File: src/design/nfsa_pkg.sv
`default_nettype none

package nfsa_pkg;

	// Field widths of the request, the result and the registers
	localparam int unsigned SLOT_W  = 8;
	localparam int unsigned SIZE_W  = 9;
	localparam int unsigned ADDR_W  = 48;
	localparam int unsigned INC_W   = 9;
	localparam int unsigned PROD_W  = INC_W + SLOT_W;
	localparam int unsigned CFG_IDX_W  = 2;
	localparam int unsigned CFG_DATA_W = 48;

	// Used map word: 32 slots per memory word, at most 8 words for 256 slots
	localparam int unsigned WORD_W   = 32;
	localparam int unsigned BIT_W    = 5;
	localparam int unsigned WIDX_W   = SLOT_W - BIT_W;
	localparam int unsigned MAX_SLOTS = 256;

	// Request kinds
	localparam logic CMD_ALLOC = 1'b0;
	localparam logic CMD_FREE  = 1'b1;

	// Register indexes
	localparam logic [CFG_IDX_W-1:0] REG_SLOTS_IN_USE   = 2'd0;
	localparam logic [CFG_IDX_W-1:0] REG_CPU_BASE       = 2'd1;
	localparam logic [CFG_IDX_W-1:0] REG_GPU_BASE       = 2'd2;
	localparam logic [CFG_IDX_W-1:0] REG_INCREMENT_SIZE = 2'd3;

	// Register reset values
	localparam logic [SIZE_W-1:0] SLOTS_IN_USE_RST = 9'd256;
	localparam logic [INC_W-1:0]  INCREMENT_RST    = 9'd32;

	typedef enum logic [2:0] {
		ST_IDLE,
		ST_MOD,
		ST_SRD,
		ST_SCHK,
		ST_ADDR,
		ST_FRD,
		ST_FCHK,
		ST_DONE
	} state_t;

endpackage

`default_nettype wire

File: src/design/nfsa_req_if.sv
`default_nettype none

interface nfsa_req_if;
	logic                           valid;
	logic                           ready;
	logic                           cmd;
	logic [nfsa_pkg::SLOT_W-1:0]    slot;

	modport source (output valid, output cmd, output slot, input ready);
	modport sink   (input valid, input cmd, input slot, output ready);
endinterface

`default_nettype wire

File: src/design/nfsa_res_if.sv
`default_nettype none

interface nfsa_res_if;
	logic                           valid;
	logic                           ready;
	logic                           granted;
	logic [nfsa_pkg::SLOT_W-1:0]    slot_index;
	logic [nfsa_pkg::ADDR_W-1:0]    cpu_address;
	logic [nfsa_pkg::ADDR_W-1:0]    gpu_address;
	logic [nfsa_pkg::SIZE_W-1:0]    used_count;

	modport source (output valid, output granted, output slot_index, output cpu_address,
		output gpu_address, output used_count, input ready);
	modport sink   (input valid, input granted, input slot_index, input cpu_address,
		input gpu_address, input used_count, output ready);
endinterface

`default_nettype wire

File: src/design/next_fit_slot_allocator_core.sv
// Allocate: reads and checks one 32-slot used-map word at a time from the pointer, then
//   forms the addresses and stages the result; a bitwise remainder step first reduces a
//   pointer at or beyond the active size; a zero active size stages a denial directly.
// Free: read, modify, stage; a slot at or beyond the active size is staged directly.
// One request in flight; the next is taken the cycle after its result is staged, and
//   staging waits for the output register. Reset frees every slot via per-word valid bits.
`default_nettype none

module next_fit_slot_allocator_core #(
	parameter int unsigned SLOTS = 256
) (
	input  wire logic                                clk,
	input  wire logic                                arst_n,
	input  wire logic                                cfg_we,
	input  wire logic [nfsa_pkg::CFG_IDX_W-1:0]      cfg_index,
	input  wire logic [nfsa_pkg::CFG_DATA_W-1:0]     cfg_data,
	nfsa_req_if.sink                                 req,
	nfsa_res_if.source                               res
);

	localparam int unsigned MAP   = (SLOTS < nfsa_pkg::MAX_SLOTS) ? SLOTS : nfsa_pkg::MAX_SLOTS;
	localparam int unsigned WORDS = (MAP + nfsa_pkg::WORD_W - 1) / nfsa_pkg::WORD_W;
	localparam int unsigned WA_W  = (WORDS > 1) ? $clog2(WORDS) : 1;

	// Configuration registers
	logic [nfsa_pkg::SIZE_W-1:0] slots_in_use_q;
	logic [nfsa_pkg::ADDR_W-1:0] cpu_base_q;
	logic [nfsa_pkg::ADDR_W-1:0] gpu_base_q;
	logic [nfsa_pkg::INC_W-1:0]  increment_q;

	always_ff @(posedge clk or negedge arst_n) begin
		if (!arst_n) begin
			slots_in_use_q <= nfsa_pkg::SLOTS_IN_USE_RST;
			cpu_base_q     <= '0;
			gpu_base_q     <= '0;
			increment_q    <= nfsa_pkg::INCREMENT_RST;
		end else if (cfg_we) begin
			case (cfg_index)
				nfsa_pkg::REG_SLOTS_IN_USE:   slots_in_use_q <= cfg_data[nfsa_pkg::SIZE_W-1:0];
				nfsa_pkg::REG_CPU_BASE:       cpu_base_q     <= cfg_data[nfsa_pkg::ADDR_W-1:0];
				nfsa_pkg::REG_GPU_BASE:       gpu_base_q     <= cfg_data[nfsa_pkg::ADDR_W-1:0];
				nfsa_pkg::REG_INCREMENT_SIZE: increment_q    <= cfg_data[nfsa_pkg::INC_W-1:0];
				default: ;
			endcase
		end
	end

	// Active pool size and derived search bounds
	logic [nfsa_pkg::SIZE_W-1:0] size;
	logic [nfsa_pkg::SIZE_W-1:0] size_m1;
	logic [nfsa_pkg::WIDX_W-1:0] last_word;
	logic [nfsa_pkg::BIT_W-1:0]  last_bit;

	assign size      = (slots_in_use_q > nfsa_pkg::SIZE_W'(MAP)) ? nfsa_pkg::SIZE_W'(MAP)
		: slots_in_use_q;
	assign size_m1   = size - 9'd1;
	assign last_word = size_m1[nfsa_pkg::SLOT_W-1:nfsa_pkg::BIT_W];
	assign last_bit  = size_m1[nfsa_pkg::BIT_W-1:0];

	// Control and working state
	nfsa_pkg::state_t state_q, state_nxt;
	logic [nfsa_pkg::SLOT_W-1:0] next_ptr_q;
	logic [nfsa_pkg::SIZE_W-1:0] used_total_q;
	logic [nfsa_pkg::SLOT_W-1:0] start_q;     // scan start, reduced below size
	logic [nfsa_pkg::SIZE_W-1:0] rem_q;       // remainder of the pointer reduction
	logic [2:0]                  bcnt_q;      // remainder bit counter
	logic [nfsa_pkg::WIDX_W-1:0] wcnt_q;      // word under scan
	logic                        pass_q;      // 0: start..end, 1: wrapped part
	logic [nfsa_pkg::SLOT_W-1:0] slot_q;
	logic [nfsa_pkg::SLOT_W-1:0] idx_q;
	logic [nfsa_pkg::PROD_W-1:0] prod_q;
	logic [WORDS-1:0]            word_vld_q;
	logic                        res_valid_q;

	// Staged result
	logic                        rs_granted_q;
	logic [nfsa_pkg::SLOT_W-1:0] rs_index_q;
	logic [nfsa_pkg::ADDR_W-1:0] rs_cpu_q;
	logic [nfsa_pkg::ADDR_W-1:0] rs_gpu_q;

	// Used-map memory: one word per 32 slots, registered read
	logic [nfsa_pkg::WORD_W-1:0] map_mem [WORDS];
	logic [nfsa_pkg::WORD_W-1:0] rd_word_q;
	logic                        rd_vld_q;
	logic [WA_W-1:0]             map_addr;
	logic                        map_we;
	logic [nfsa_pkg::WORD_W-1:0] map_wdata;
	logic [nfsa_pkg::WORD_W-1:0] cur_word;

	assign map_addr = WA_W'(wcnt_q);
	assign cur_word = rd_vld_q ? rd_word_q : '0;

	always_ff @(posedge clk) begin
		if (map_we) begin
			map_mem[map_addr] <= map_wdata;
		end
		rd_word_q <= map_mem[map_addr];
	end

	always_ff @(posedge clk or negedge arst_n) begin
		if (!arst_n) begin
			word_vld_q <= '0;
			rd_vld_q   <= 1'b0;
		end else begin
			rd_vld_q <= word_vld_q[map_addr];
			if (map_we) begin
				word_vld_q[map_addr] <= 1'b1;
			end
		end
	end

	// Search window inside the current word
	logic [nfsa_pkg::WORD_W-1:0] ones;
	logic [nfsa_pkg::WORD_W-1:0] lo_mask;
	logic [nfsa_pkg::WORD_W-1:0] hi_mask;
	logic [nfsa_pkg::WORD_W-1:0] free_bits;
	logic [nfsa_pkg::WORD_W-1:0] first_bit;
	logic [nfsa_pkg::BIT_W-1:0]  first_pos;
	logic                        found;
	logic [nfsa_pkg::WIDX_W-1:0] start_word;
	logic [nfsa_pkg::BIT_W-1:0]  start_bit;
	logic [nfsa_pkg::SLOT_W-1:0] hit_idx;
	logic [nfsa_pkg::SIZE_W-1:0] hit_inc;

	assign ones       = '1;
	assign start_word = start_q[nfsa_pkg::SLOT_W-1:nfsa_pkg::BIT_W];
	assign start_bit  = start_q[nfsa_pkg::BIT_W-1:0];

	always_comb begin
		lo_mask = ones;
		hi_mask = ones;
		if (!pass_q) begin
			if (wcnt_q == start_word) lo_mask = ones << start_bit;
			if (wcnt_q == last_word)  hi_mask = ones >> (5'd31 - last_bit);
		end else begin
			if (wcnt_q == start_word) hi_mask = ~(ones << start_bit);
		end
	end

	assign free_bits = ~cur_word & lo_mask & hi_mask;
	assign first_bit = free_bits & (~free_bits + 32'd1);
	assign found     = |free_bits;

	always_comb begin
		first_pos = '0;
		for (int i = 0; i < nfsa_pkg::WORD_W; i++) begin
			if (first_bit[i]) first_pos = first_pos | nfsa_pkg::BIT_W'(i);
		end
	end

	assign hit_idx = {wcnt_q, first_pos};
	assign hit_inc = {1'b0, hit_idx} + 9'd1;

	// Restoring remainder step for the pointer reduction
	logic [nfsa_pkg::SIZE_W-1:0] rem_sh;
	logic [nfsa_pkg::SIZE_W-1:0] rem_nxt;

	assign rem_sh  = {rem_q[nfsa_pkg::SLOT_W-1:0], next_ptr_q[bcnt_q]};
	assign rem_nxt = (rem_sh >= size) ? rem_sh - size : rem_sh;

	// Free path: bit of the addressed slot
	logic slot_used;
	assign slot_used = cur_word[slot_q[nfsa_pkg::BIT_W-1:0]];

	// Next state and handshake
	logic req_xfer;
	logic stage_ok;

	assign req_xfer  = req.valid && req.ready;
	assign stage_ok  = !res_valid_q || res.ready;

	always_comb begin
		state_nxt = state_q;
		req.ready = 1'b0;
		map_we    = 1'b0;
		map_wdata = cur_word;
		case (state_q)
			nfsa_pkg::ST_IDLE: begin
				req.ready = 1'b1;
				if (req.valid) begin
					if (req.cmd == nfsa_pkg::CMD_FREE) begin
						state_nxt = ({1'b0, req.slot} < size) ? nfsa_pkg::ST_FRD
							: nfsa_pkg::ST_DONE;
					end else if (size == '0) begin
						state_nxt = nfsa_pkg::ST_DONE;
					end else if ({1'b0, next_ptr_q} >= size) begin
						state_nxt = nfsa_pkg::ST_MOD;
					end else begin
						state_nxt = nfsa_pkg::ST_SRD;
					end
				end
			end
			nfsa_pkg::ST_MOD: begin
				if (bcnt_q == 3'd0) state_nxt = nfsa_pkg::ST_SRD;
			end
			nfsa_pkg::ST_SRD: begin
				state_nxt = nfsa_pkg::ST_SCHK;
			end
			nfsa_pkg::ST_SCHK: begin
				if (found) begin
					map_we    = 1'b1;
					map_wdata = cur_word | first_bit;
					state_nxt = nfsa_pkg::ST_ADDR;
				end else if (pass_q && wcnt_q == start_word) begin
					state_nxt = nfsa_pkg::ST_DONE;
				end else begin
					state_nxt = nfsa_pkg::ST_SRD;
				end
			end
			nfsa_pkg::ST_ADDR: begin
				state_nxt = nfsa_pkg::ST_DONE;
			end
			nfsa_pkg::ST_FRD: begin
				state_nxt = nfsa_pkg::ST_FCHK;
			end
			nfsa_pkg::ST_FCHK: begin
				if (slot_used) begin
					map_we    = 1'b1;
					map_wdata = cur_word & ~(32'd1 << slot_q[nfsa_pkg::BIT_W-1:0]);
				end
				state_nxt = nfsa_pkg::ST_DONE;
			end
			nfsa_pkg::ST_DONE: begin
				if (stage_ok) state_nxt = nfsa_pkg::ST_IDLE;
			end
			default: state_nxt = nfsa_pkg::ST_IDLE;
		endcase
	end

	always_ff @(posedge clk or negedge arst_n) begin
		if (!arst_n) begin
			state_q <= nfsa_pkg::ST_IDLE;
		end else begin
			state_q <= state_nxt;
		end
	end

	// Pointer, count and scan control
	always_ff @(posedge clk or negedge arst_n) begin
		if (!arst_n) begin
			next_ptr_q   <= '0;
			used_total_q <= '0;
			start_q      <= '0;
			rem_q        <= '0;
			bcnt_q       <= '0;
			wcnt_q       <= '0;
			pass_q       <= 1'b0;
		end else begin
			case (state_q)
				nfsa_pkg::ST_IDLE: begin
					pass_q <= 1'b0;
					rem_q  <= '0;
					bcnt_q <= 3'd7;
					if (req_xfer) begin
						if (req.cmd == nfsa_pkg::CMD_FREE) begin
							wcnt_q <= req.slot[nfsa_pkg::SLOT_W-1:nfsa_pkg::BIT_W];
						end else begin
							start_q <= next_ptr_q;
							wcnt_q  <= next_ptr_q[nfsa_pkg::SLOT_W-1:nfsa_pkg::BIT_W];
						end
					end
				end
				nfsa_pkg::ST_MOD: begin
					rem_q  <= rem_nxt;
					bcnt_q <= bcnt_q - 3'd1;
					if (bcnt_q == 3'd0) begin
						start_q <= rem_nxt[nfsa_pkg::SLOT_W-1:0];
						wcnt_q  <= rem_nxt[nfsa_pkg::SLOT_W-1:nfsa_pkg::BIT_W];
					end
				end
				nfsa_pkg::ST_SCHK: begin
					if (found) begin
						used_total_q <= used_total_q + 9'd1;
						next_ptr_q   <= (hit_inc == size) ? '0 : hit_inc[nfsa_pkg::SLOT_W-1:0];
					end else if (!pass_q && wcnt_q == last_word) begin
						pass_q <= 1'b1;
						wcnt_q <= '0;
					end else begin
						wcnt_q <= wcnt_q + 3'd1;
					end
				end
				nfsa_pkg::ST_FCHK: begin
					if (slot_used) used_total_q <= used_total_q - 9'd1;
				end
				default: ;
			endcase
		end
	end

	// Result datapath: index times stride, then base add
	always_ff @(posedge clk) begin
		case (state_q)
			nfsa_pkg::ST_IDLE: begin
				slot_q       <= req.slot;
				rs_granted_q <= 1'b0;
				rs_index_q   <= '0;
				rs_cpu_q     <= '0;
				rs_gpu_q     <= '0;
			end
			nfsa_pkg::ST_SCHK: begin
				idx_q  <= hit_idx;
				prod_q <= nfsa_pkg::PROD_W'(increment_q) * nfsa_pkg::PROD_W'(hit_idx);
			end
			nfsa_pkg::ST_ADDR: begin
				rs_granted_q <= 1'b1;
				rs_index_q   <= idx_q;
				rs_cpu_q     <= cpu_base_q + nfsa_pkg::ADDR_W'(prod_q);
				rs_gpu_q     <= gpu_base_q + nfsa_pkg::ADDR_W'(prod_q);
			end
			default: ;
		endcase
	end

	// Output register
	always_ff @(posedge clk or negedge arst_n) begin
		if (!arst_n) begin
			res_valid_q <= 1'b0;
		end else if (state_q == nfsa_pkg::ST_DONE && stage_ok) begin
			res_valid_q <= 1'b1;
		end else if (res.ready) begin
			res_valid_q <= 1'b0;
		end
	end

	always_ff @(posedge clk) begin
		if (state_q == nfsa_pkg::ST_DONE && stage_ok) begin
			res.granted     <= rs_granted_q;
			res.slot_index  <= rs_index_q;
			res.cpu_address <= rs_cpu_q;
			res.gpu_address <= rs_gpu_q;
			res.used_count  <= used_total_q;
		end
	end

	assign res.valid = res_valid_q;

	// Checks
	a_used_bound: assert property (@(posedge clk) disable iff (!arst_n)
		used_total_q <= nfsa_pkg::SIZE_W'(MAP))
		else $error("used count beyond pool capacity");

	a_one_in_flight: assert property (@(posedge clk) disable iff (!arst_n)
		req_xfer |=> !req.ready)
		else $error("request taken while another is in flight");

	a_denied_zero: assert property (@(posedge clk) disable iff (!arst_n)
		res.valid && !res.granted |-> res.slot_index == '0 && res.cpu_address == '0
			&& res.gpu_address == '0)
		else $error("result without grant carries a slot or address");

endmodule

`default_nettype wire

File: src/flat_wrapper.sv
// flat-port wrapper written by rule: the top's interface ports become plain ports
module next_fit_slot_allocator_core_flat 
#(
	parameter int unsigned SLOTS = 256
)
  (clk, arst_n, cfg_we, cfg_index, cfg_data, req_valid, req_cmd, req_slot, req_ready, res_valid, res_granted, res_slot_index, res_cpu_address, res_gpu_address, res_used_count, res_ready);
  nfsa_req_if req_i ();
  nfsa_res_if res_i ();
  input  wire logic clk;
  input  wire logic arst_n;
  input  wire logic cfg_we;
  input  wire logic [nfsa_pkg::CFG_IDX_W-1:0] cfg_index;
  input  wire logic [nfsa_pkg::CFG_DATA_W-1:0] cfg_data;
  input wire logic [$bits(req_i.valid)-1:0] req_valid;
  input wire logic [$bits(req_i.cmd)-1:0] req_cmd;
  input wire logic [$bits(req_i.slot)-1:0] req_slot;
  output wire logic [$bits(req_i.ready)-1:0] req_ready;
  output wire logic [$bits(res_i.valid)-1:0] res_valid;
  output wire logic [$bits(res_i.granted)-1:0] res_granted;
  output wire logic [$bits(res_i.slot_index)-1:0] res_slot_index;
  output wire logic [$bits(res_i.cpu_address)-1:0] res_cpu_address;
  output wire logic [$bits(res_i.gpu_address)-1:0] res_gpu_address;
  output wire logic [$bits(res_i.used_count)-1:0] res_used_count;
  input wire logic [$bits(res_i.ready)-1:0] res_ready;
  assign req_i.valid = req_valid;
  assign req_i.cmd = req_cmd;
  assign req_i.slot = req_slot;
  assign req_ready = req_i.ready;
  assign res_valid = res_i.valid;
  assign res_granted = res_i.granted;
  assign res_slot_index = res_i.slot_index;
  assign res_cpu_address = res_i.cpu_address;
  assign res_gpu_address = res_i.gpu_address;
  assign res_used_count = res_i.used_count;
  assign res_i.ready = res_ready;
  next_fit_slot_allocator_core #(.SLOTS(SLOTS)) u_core (.clk(clk), .arst_n(arst_n), .cfg_we(cfg_we), .cfg_index(cfg_index), .cfg_data(cfg_data), .req(req_i), .res(res_i));
endmodule
File: config.mk
export PLATFORM = sky130hd
export DESIGN_NAME = next_fit_slot_allocator_core_flat
export DESIGN_NICKNAME = d
export VERILOG_FILES = /design/src/design/nfsa_pkg.sv /design/src/design/nfsa_req_if.sv /design/src/design/nfsa_res_if.sv /design/src/design/next_fit_slot_allocator_core.sv /design/src/flat_wrapper.sv
export SDC_FILE = /design/constraint.sdc
export NUM_CORES = 1
export LEC_CHECK = 0
export ABC_AREA = 1
export BUFFER_PORTS_ARGS = -buffer_cell sky130_fd_sc_hd__buf_4
export CORE_ASPECT_RATIO = 1.75
export CORE_MARGIN = 2
export CORE_UTILIZATION = 45
export DETAILED_ROUTE_END_ITERATION = 8
export GPL_TIMING_DRIVEN = 0
export HOLD_SLACK_MARGIN = 0.12
export PLACE_DENSITY_LB_ADDON = 0.3
export SKIP_CTS_REPAIR_TIMING = 1
export SYNTH_ARGS = -nofsm -noshare
export SYNTH_HDL_FRONTEND = slang
export SYNTH_SLANG_ARGS = --single-unit
File: constraint.sdc
create_clock -name clk -period 19 [get_ports clk]
set_input_delay 3.8 -clock clk [delete_from_list [all_inputs] [get_ports clk]]
set_output_delay 3.8 -clock clk [all_outputs]
set_load 0.01 [all_outputs]
# --- Yosys cells after proc, flatten, opt, wreduce, memory -nomap -nowiden ---
# Memories as Yosys holds them, arrays and structs flattened. A register that Yosys moved wholly into a read port is not among the register bits.
# Index checks and enable logic that the tools add are counted.
totals:
  wordCells: 257
  mem_count: 1
  ramBits: 256
  regBits: 416
classes:
  n_mux: 140
  reduce_logical: 30
  shifts: 3
  n_addsub: 11
  n_mul: 1
  n_lt_le_gt_ge: 8
  n_eq_ne: 26
  bitwise: 10
memory_table:
  columns: ["name", "words", "width", "read_ports", "rd_ports_with_merged_regs", "write_ports", "line", "source"]
  rows:
  - ["u_core.map_mem", 8, 32, 1, 1, 1, "next_fit_slot_allocator_core.sv:82", "logic [nfsa_pkg::WORD_W-1:0] map_mem [WORDS];"]
ops:
  columns: ["operator", "n"]
  rows:
  - ["$mux 32", 13]
  - ["$mux 48", 4]
  - ["$pmux 48 s2", 2]
  - ["$and 32x32->32", 4]
  - ["$not 32->32", 4]
  - ["$mux 3", 38]
  - ["$add 48x17->48", 2]
  - ["$mux 8", 11]
  - ["$mux 9", 9]
  - ["$mux 5", 16]
  - ["$pmux 32 s2", 1]
  - ["$pmux 8 s2", 3]
  - ["$add 32x1->32 const B", 1]
  - ["$mux 4", 8]
  - ["$or 32x32->32", 1]
  - ["$reduce_or 32->1", 1]
  - ["$shl 1x5->32 const A", 1]
  - ["$shl 32x5->32 const A", 1]
  - ["$shr 32x5->32 const A", 1]
  - ["$pmux 3 s7", 1]
  - ["$mux 1", 20]
  - ["$ne 2x1->1 const B", 10]
  - ["$pmux 9 s2", 1]
  - ["$mul 9x8->17", 1]
  - ["43 further kinds", 75]

# --- Depth between registers and ports, before layout ---
depth:
  ltp_word: 48
  mapped_depth: 51

# --- Worst setup path after synthesis ---
# OpenSTA, ideal clock, no wires.
synth_path:
  path_type: "reg2out"
  startpoint: "register u_core.state_q[0]"
  endpoint: "output req_ready"
  path_slack_ps: 9181
  arrival_ps: 6019
  path_stages_with_launch: 4
  cell_sequence: "dfrtp_1 nor2_1 nand2_1 inv_1"
synth_between:
  elab_chain_len: 2
synth_rtl:
  columns: ["element", "line", "source"]
  rows:
  - ["start, declared", "next_fit_slot_allocator_core.sv:61", "nfsa_pkg::state_t state_q, state_nxt;"]
  - ["start signal, assigned", "next_fit_slot_allocator_core.sv:232", "state_q <= nfsa_pkg::ST_IDLE;"]
  - ["start signal, assigned", "next_fit_slot_allocator_core.sv:234", "state_q <= state_nxt;"]
  - ["$logic_not 3->1", "next_fit_slot_allocator_core.sv:177", "case (state_q)"]
  - ["$mux 1", "next_fit_slot_allocator_core.sv:177", null]
  - ["end, declared", "flat_wrapper.sv:17", "output wire logic [$bits(req_i.ready)-1:0] req_ready;"]
# No other way between the ends.

# --- Worst setup path after layout ---
layout_path:
  startpoint: "register u_core.slots_in_use_q[3] in the netlist's numbering"
  endpoint: "register u_core.prod_q[16] in the netlist's numbering, data pin"
layout_between:
  elab_chain_len: 44
  word_cells_on_any_way: 45
layout_rtl:
  columns: ["element", "line", "source"]
  rows:
  - ["start, declared", "next_fit_slot_allocator_core.sv:26", "logic [nfsa_pkg::SIZE_W-1:0] slots_in_use_q;"]
  - ["start signal, assigned", "next_fit_slot_allocator_core.sv:33", "slots_in_use_q <= nfsa_pkg::SLOTS_IN_USE_RST;"]
  - ["start signal, assigned", "next_fit_slot_allocator_core.sv:39", "nfsa_pkg::REG_SLOTS_IN_USE: slots_in_use_q <= cfg_data[nfsa_pkg::SIZE_W-1:0];"]
  - ["$gt 9x9->1", "next_fit_slot_allocator_core.sv:54", "assign size = (slots_in_use_q > nfsa_pkg::SIZE_W'(MAP)) ? nfsa_pkg::SIZE_W'(MAP)"]
  - ["$mux 9 *", "next_fit_slot_allocator_core.sv:54", null]
  - ["$sub 8x1->8 *", "next_fit_slot_allocator_core.sv:56", "assign size_m1 = size - 9'd1;"]
  - ["$sub 5x5->5", "next_fit_slot_allocator_core.sv:134", "if (wcnt_q == last_word) hi_mask = ones >> (5'd31 - last_bit);"]
  - ["$shr 32x5->32", "next_fit_slot_allocator_core.sv:134", null]
  - ["$mux 32 *", "next_fit_slot_allocator_core.sv:134", null]
  - ["$mux 32 * (2 in a row)", "next_fit_slot_allocator_core.sv:132", "if (!pass_q) begin"]
  - ["$and 32x32->32 *", "next_fit_slot_allocator_core.sv:140", "assign free_bits = ~cur_word & lo_mask & hi_mask;"]
  - ["[... 2 more ...]", null, null]
  - ["$and 32x32->32 *", "next_fit_slot_allocator_core.sv:141", "assign first_bit = free_bits & (~free_bits + 32'd1);"]
  - ["$mux 1", "next_fit_slot_allocator_core.sv:147", "if (first_bit[i]) first_pos = first_pos | nfsa_pkg::BIT_W'(i);"]
  - ["$mux 2 (2 in a row)", "next_fit_slot_allocator_core.sv:147", null]
  - ["$mux 3 (4 in a row)", "next_fit_slot_allocator_core.sv:147", null]
  - ["$mux 4 (8 in a row)", "next_fit_slot_allocator_core.sv:147", null]
  - ["$mux 5 (15 in a row)", "next_fit_slot_allocator_core.sv:147", null]
  - ["$mux 5 *", "next_fit_slot_allocator_core.sv:147", null]
  - ["$mul 9x8->17 *", "next_fit_slot_allocator_core.sv:302", "prod_q <= nfsa_pkg::PROD_W'(increment_q) * nfsa_pkg::PROD_W'(hit_idx);"]
  - ["end signal, assigned", "next_fit_slot_allocator_core.sv:302", null]
  - ["end, declared", "next_fit_slot_allocator_core.sv:71", "logic [nfsa_pkg::PROD_W-1:0] prod_q;"]
# Every way passes the cells marked *; elsewhere a longest branch is shown, timed or not. The select of a mux whose other input is x is not followed.
# A chain may end at the register's enable or synchronous reset.

==> impl_metrics.env <==
export IMPL_status="finished clean"
export IMPL_crit_required_ns=19.41
export IMPL_syn_nets=3657
export IMPL_antenna_found_initial=1
export IMPL_synth_area_um2=34300
export IMPL_multiInputGateArea_um2=12400
export IMPL_grt_max_degree=85
export IMPL_netlist_instances=3438
export IMPL_clockBufferDepth=3
export IMPL_worst_setup_path_end_kind="register"
export IMPL_final_instance_count_excl_fill=4775
export IMPL_fillers=6846
export IMPL_stdcell_area_um2=39500
export IMPL_cp_buffers_inverters=9
export IMPL_worst_hold_slack_ns=0.412
export IMPL_dp_cells=4661
export IMPL_clk_latency_ns=0.67
export IMPL_cts_tree="built"
export IMPL_start_kind="register"
export IMPL_seqCellArea_um2=20000
export IMPL_finalWeightedCongestion=1.01
export IMPL_initial_core_util_pct=45.2
export IMPL_worstMarginPinSlew_ns=1.36
export IMPL_route_vias_total=25900
export IMPL_clkTransAtPathRegs_ns=0.07
export IMPL_cp_slowest_cell="nor2_1"
export IMPL_rsz0062_at_grt="no"
export IMPL_synth_top_cell_by_area="edfxtp_1"
export IMPL_slew_headroom_pct=8.78
export IMPL_hold_path_class="reg -> reg"
export IMPL_p_leak_nw=16.4
export IMPL_first_global_vias=25700
export IMPL_grt_pass1_wl_mm=156
export IMPL_routedWlPerCell_um=22.3
export IMPL_first_pass_iters=6
export IMPL_yosys_area_top_type_share_pct=44.2
export IMPL_period_share_pct=48.3
export IMPL_syn2layout_area_growth_pct=15.0
export IMPL_fin_setup_tns_ns=0
export IMPL_seq_area_frac_synth_pct=58.2
export IMPL_postPlaceCellArea_um2=37400
export IMPL_max_stage_delay_ns=0.60
export IMPL_cts_sink_count=704
export IMPL_n_antenna_cell=0
export IMPL_port_buffers=179
export IMPL_cp_top_family="simple AND/OR/NAND/NOR gates"
export IMPL_synth_cell_types=68
export IMPL_vias_per_cell=5.43
export IMPL_h_tree_depth=2
export IMPL_path_class="reg -> reg"
export IMPL_groute_usage_overall_pct=27.3
export IMPL_grt_overflow=0
export IMPL_power_mw=5.99
export IMPL_ys_seq_elements=704
export IMPL_hold_viol=0
export IMPL_syn_area_per_cell_um2=9.99
export IMPL_die_h_um=369
export IMPL_synth_edf_count=505
export IMPL_synthTopCellsByArea="edfxtp_1, dfrtp_1, nand2_1, inv_1, ha_1"
export IMPL_wl_mm=106
export IMPL_numCtsBuffers=60
export IMPL_cp_arrival_ns=9.59
export IMPL_die_area_um2=78600
export IMPL_io_pins=180
export IMPL_antenna_left=0
export IMPL_yosys_warnings=0
export IMPL_final_max_slew_viol_count=0
export IMPL_drc=0
export IMPL_mostFrequentLayoutCell="nand2_1"
export IMPL_finalCoreUtilization_pct=52.0
export IMPL_pre_cts_ws_ns=9.96
export IMPL_skew_ns=0.0506
export IMPL_drt_iter0_markers=1773
export IMPL_root_buffer="clkbuf_16"
export IMPL_dp_hpwl_mm=83.7
export IMPL_cp_max_fo=10
export IMPL_cap_viol_max_count=0
export IMPL_max_freq_mhz=109
export IMPL_design_core_area_um2=76000
export IMPL_nets=3922
export IMPL_die_w_um=213
export IMPL_async_flop_share_pct=23.7
export IMPL_drive_gt1_share_pct=11.5
export IMPL_dominantRegCellSynth="edfxtp_1"
export IMPL_row_count=134
export IMPL_layout_common_cells="nand2_1, edfxtp_1, inv_1"
export IMPL_p_per_area_nw_per_um2=152
export IMPL_fin_ws_ns=9.83
export IMPL_ir_worst_vdd_mv=0.0983
export IMPL_setup_viol=0
export IMPL_layout_min_cycle_time_ns=9.17
[where the power goes]
group	switching, mW	internal, mW	total (mW)
clock	0.572	0.703	1.27
combinational	1.68	0.689	2.37
sequential	0.170	2.17	2.34
total	2.42	3.57	5.99
[Yosys cell counts, types with 13 or more instances]
cell type    n
o21ai_0    254
nand4_1     57
nor2_2      19
inv_1      414
inv_2       22
nor2_4      13
ha_1       109
o22ai_1     25
dfxtp_1     32
nand2_2     22
o211ai_1    14
xor2_1      25
dfrtp_1    165
a22o_1      23
a22oi_1     43
nand2_1    700
o21ai_1     13
a31oi_1     20
clkbuf_1    73
nand3_1    120
nor3_1      63
a221oi_1    23
a21oi_1    171
buf_2       16
fa_1        46
o21a_1      18
nor2_1     322
edfxtp_1   505
[area by class of cell]
type                    instances  share of cell area (%)
inverters                     442                    4.21
clock inverters                39                    1.13
well taps                    1020                    3.23
clock buffers                  75                    4.07
flip-flops and latches        704                    50.6
plain buffers                  96                    1.00
multi-input cells            2196                    31.3
repair buffers                203                    4.39
[worst paths after layout]
path,startpoint,endpoint,slack (ns),depth (start not counted)
worst max-delay path,u_core.slots_in_use_q[3],u_core.prod_q[16],9.83,44
worst min-delay path,u_core.rs_gpu_q[22],u_core.res.gpu_address[22],0.41,0
worst max register to register,u_core.slots_in_use_q[3],u_core.prod_q[16],9.83,44
worst min register to register,u_core.rs_gpu_q[22],u_core.res.gpu_address[22],0.41,0
max in group asynchronous,arst_n,u_core.gpu_base_q[12],14.96,2
min in group asynchronous,arst_n,u_core.cpu_base_q[34],3.12,1
[registers in the layout, summed over array words and instances (netlist names), 9 cells and up]
name,cells
u_core.map_mem,256
u_core.cpu_base_q,48
u_core.gpu_base_q,48
u_core.res.cpu_address,48
u_core.res.gpu_address,48
u_core.rs_cpu_q,48
u_core.rs_gpu_q,48
u_core.rd_word_q,32
u_core.prod_q,17
u_core.increment_q,9
u_core.res.used_count,9
u_core.slots_in_use_q,9
u_core.used_total_q,9
[kinds of logic after synthesis]
| family | share of synthesized area [%] |
|---|---|
| and+or+nand+nor | 17.2 |
| DFF | 58.2 |
| AOI/OAI and AO/OA | 11.0 |
| buffers and inverters | 5.99 |
| adders and majority gates | 6.66 |
| xor gates and xnor gates | 0.918 |
| muxes | 0.0292 |
[routing by layer]
layer / global-route usage [%] / vias up / wire, um
li1: - / 12300 / -
met1: 26.2 / 12400 / 34800
met2: 51.9 / 894 / 57400
met3: 3.09 / 352 / 4660
met4: 21.2 / 2 / 9550
met5: 0 / - / 13
Power figures use the tool's default switching activity.
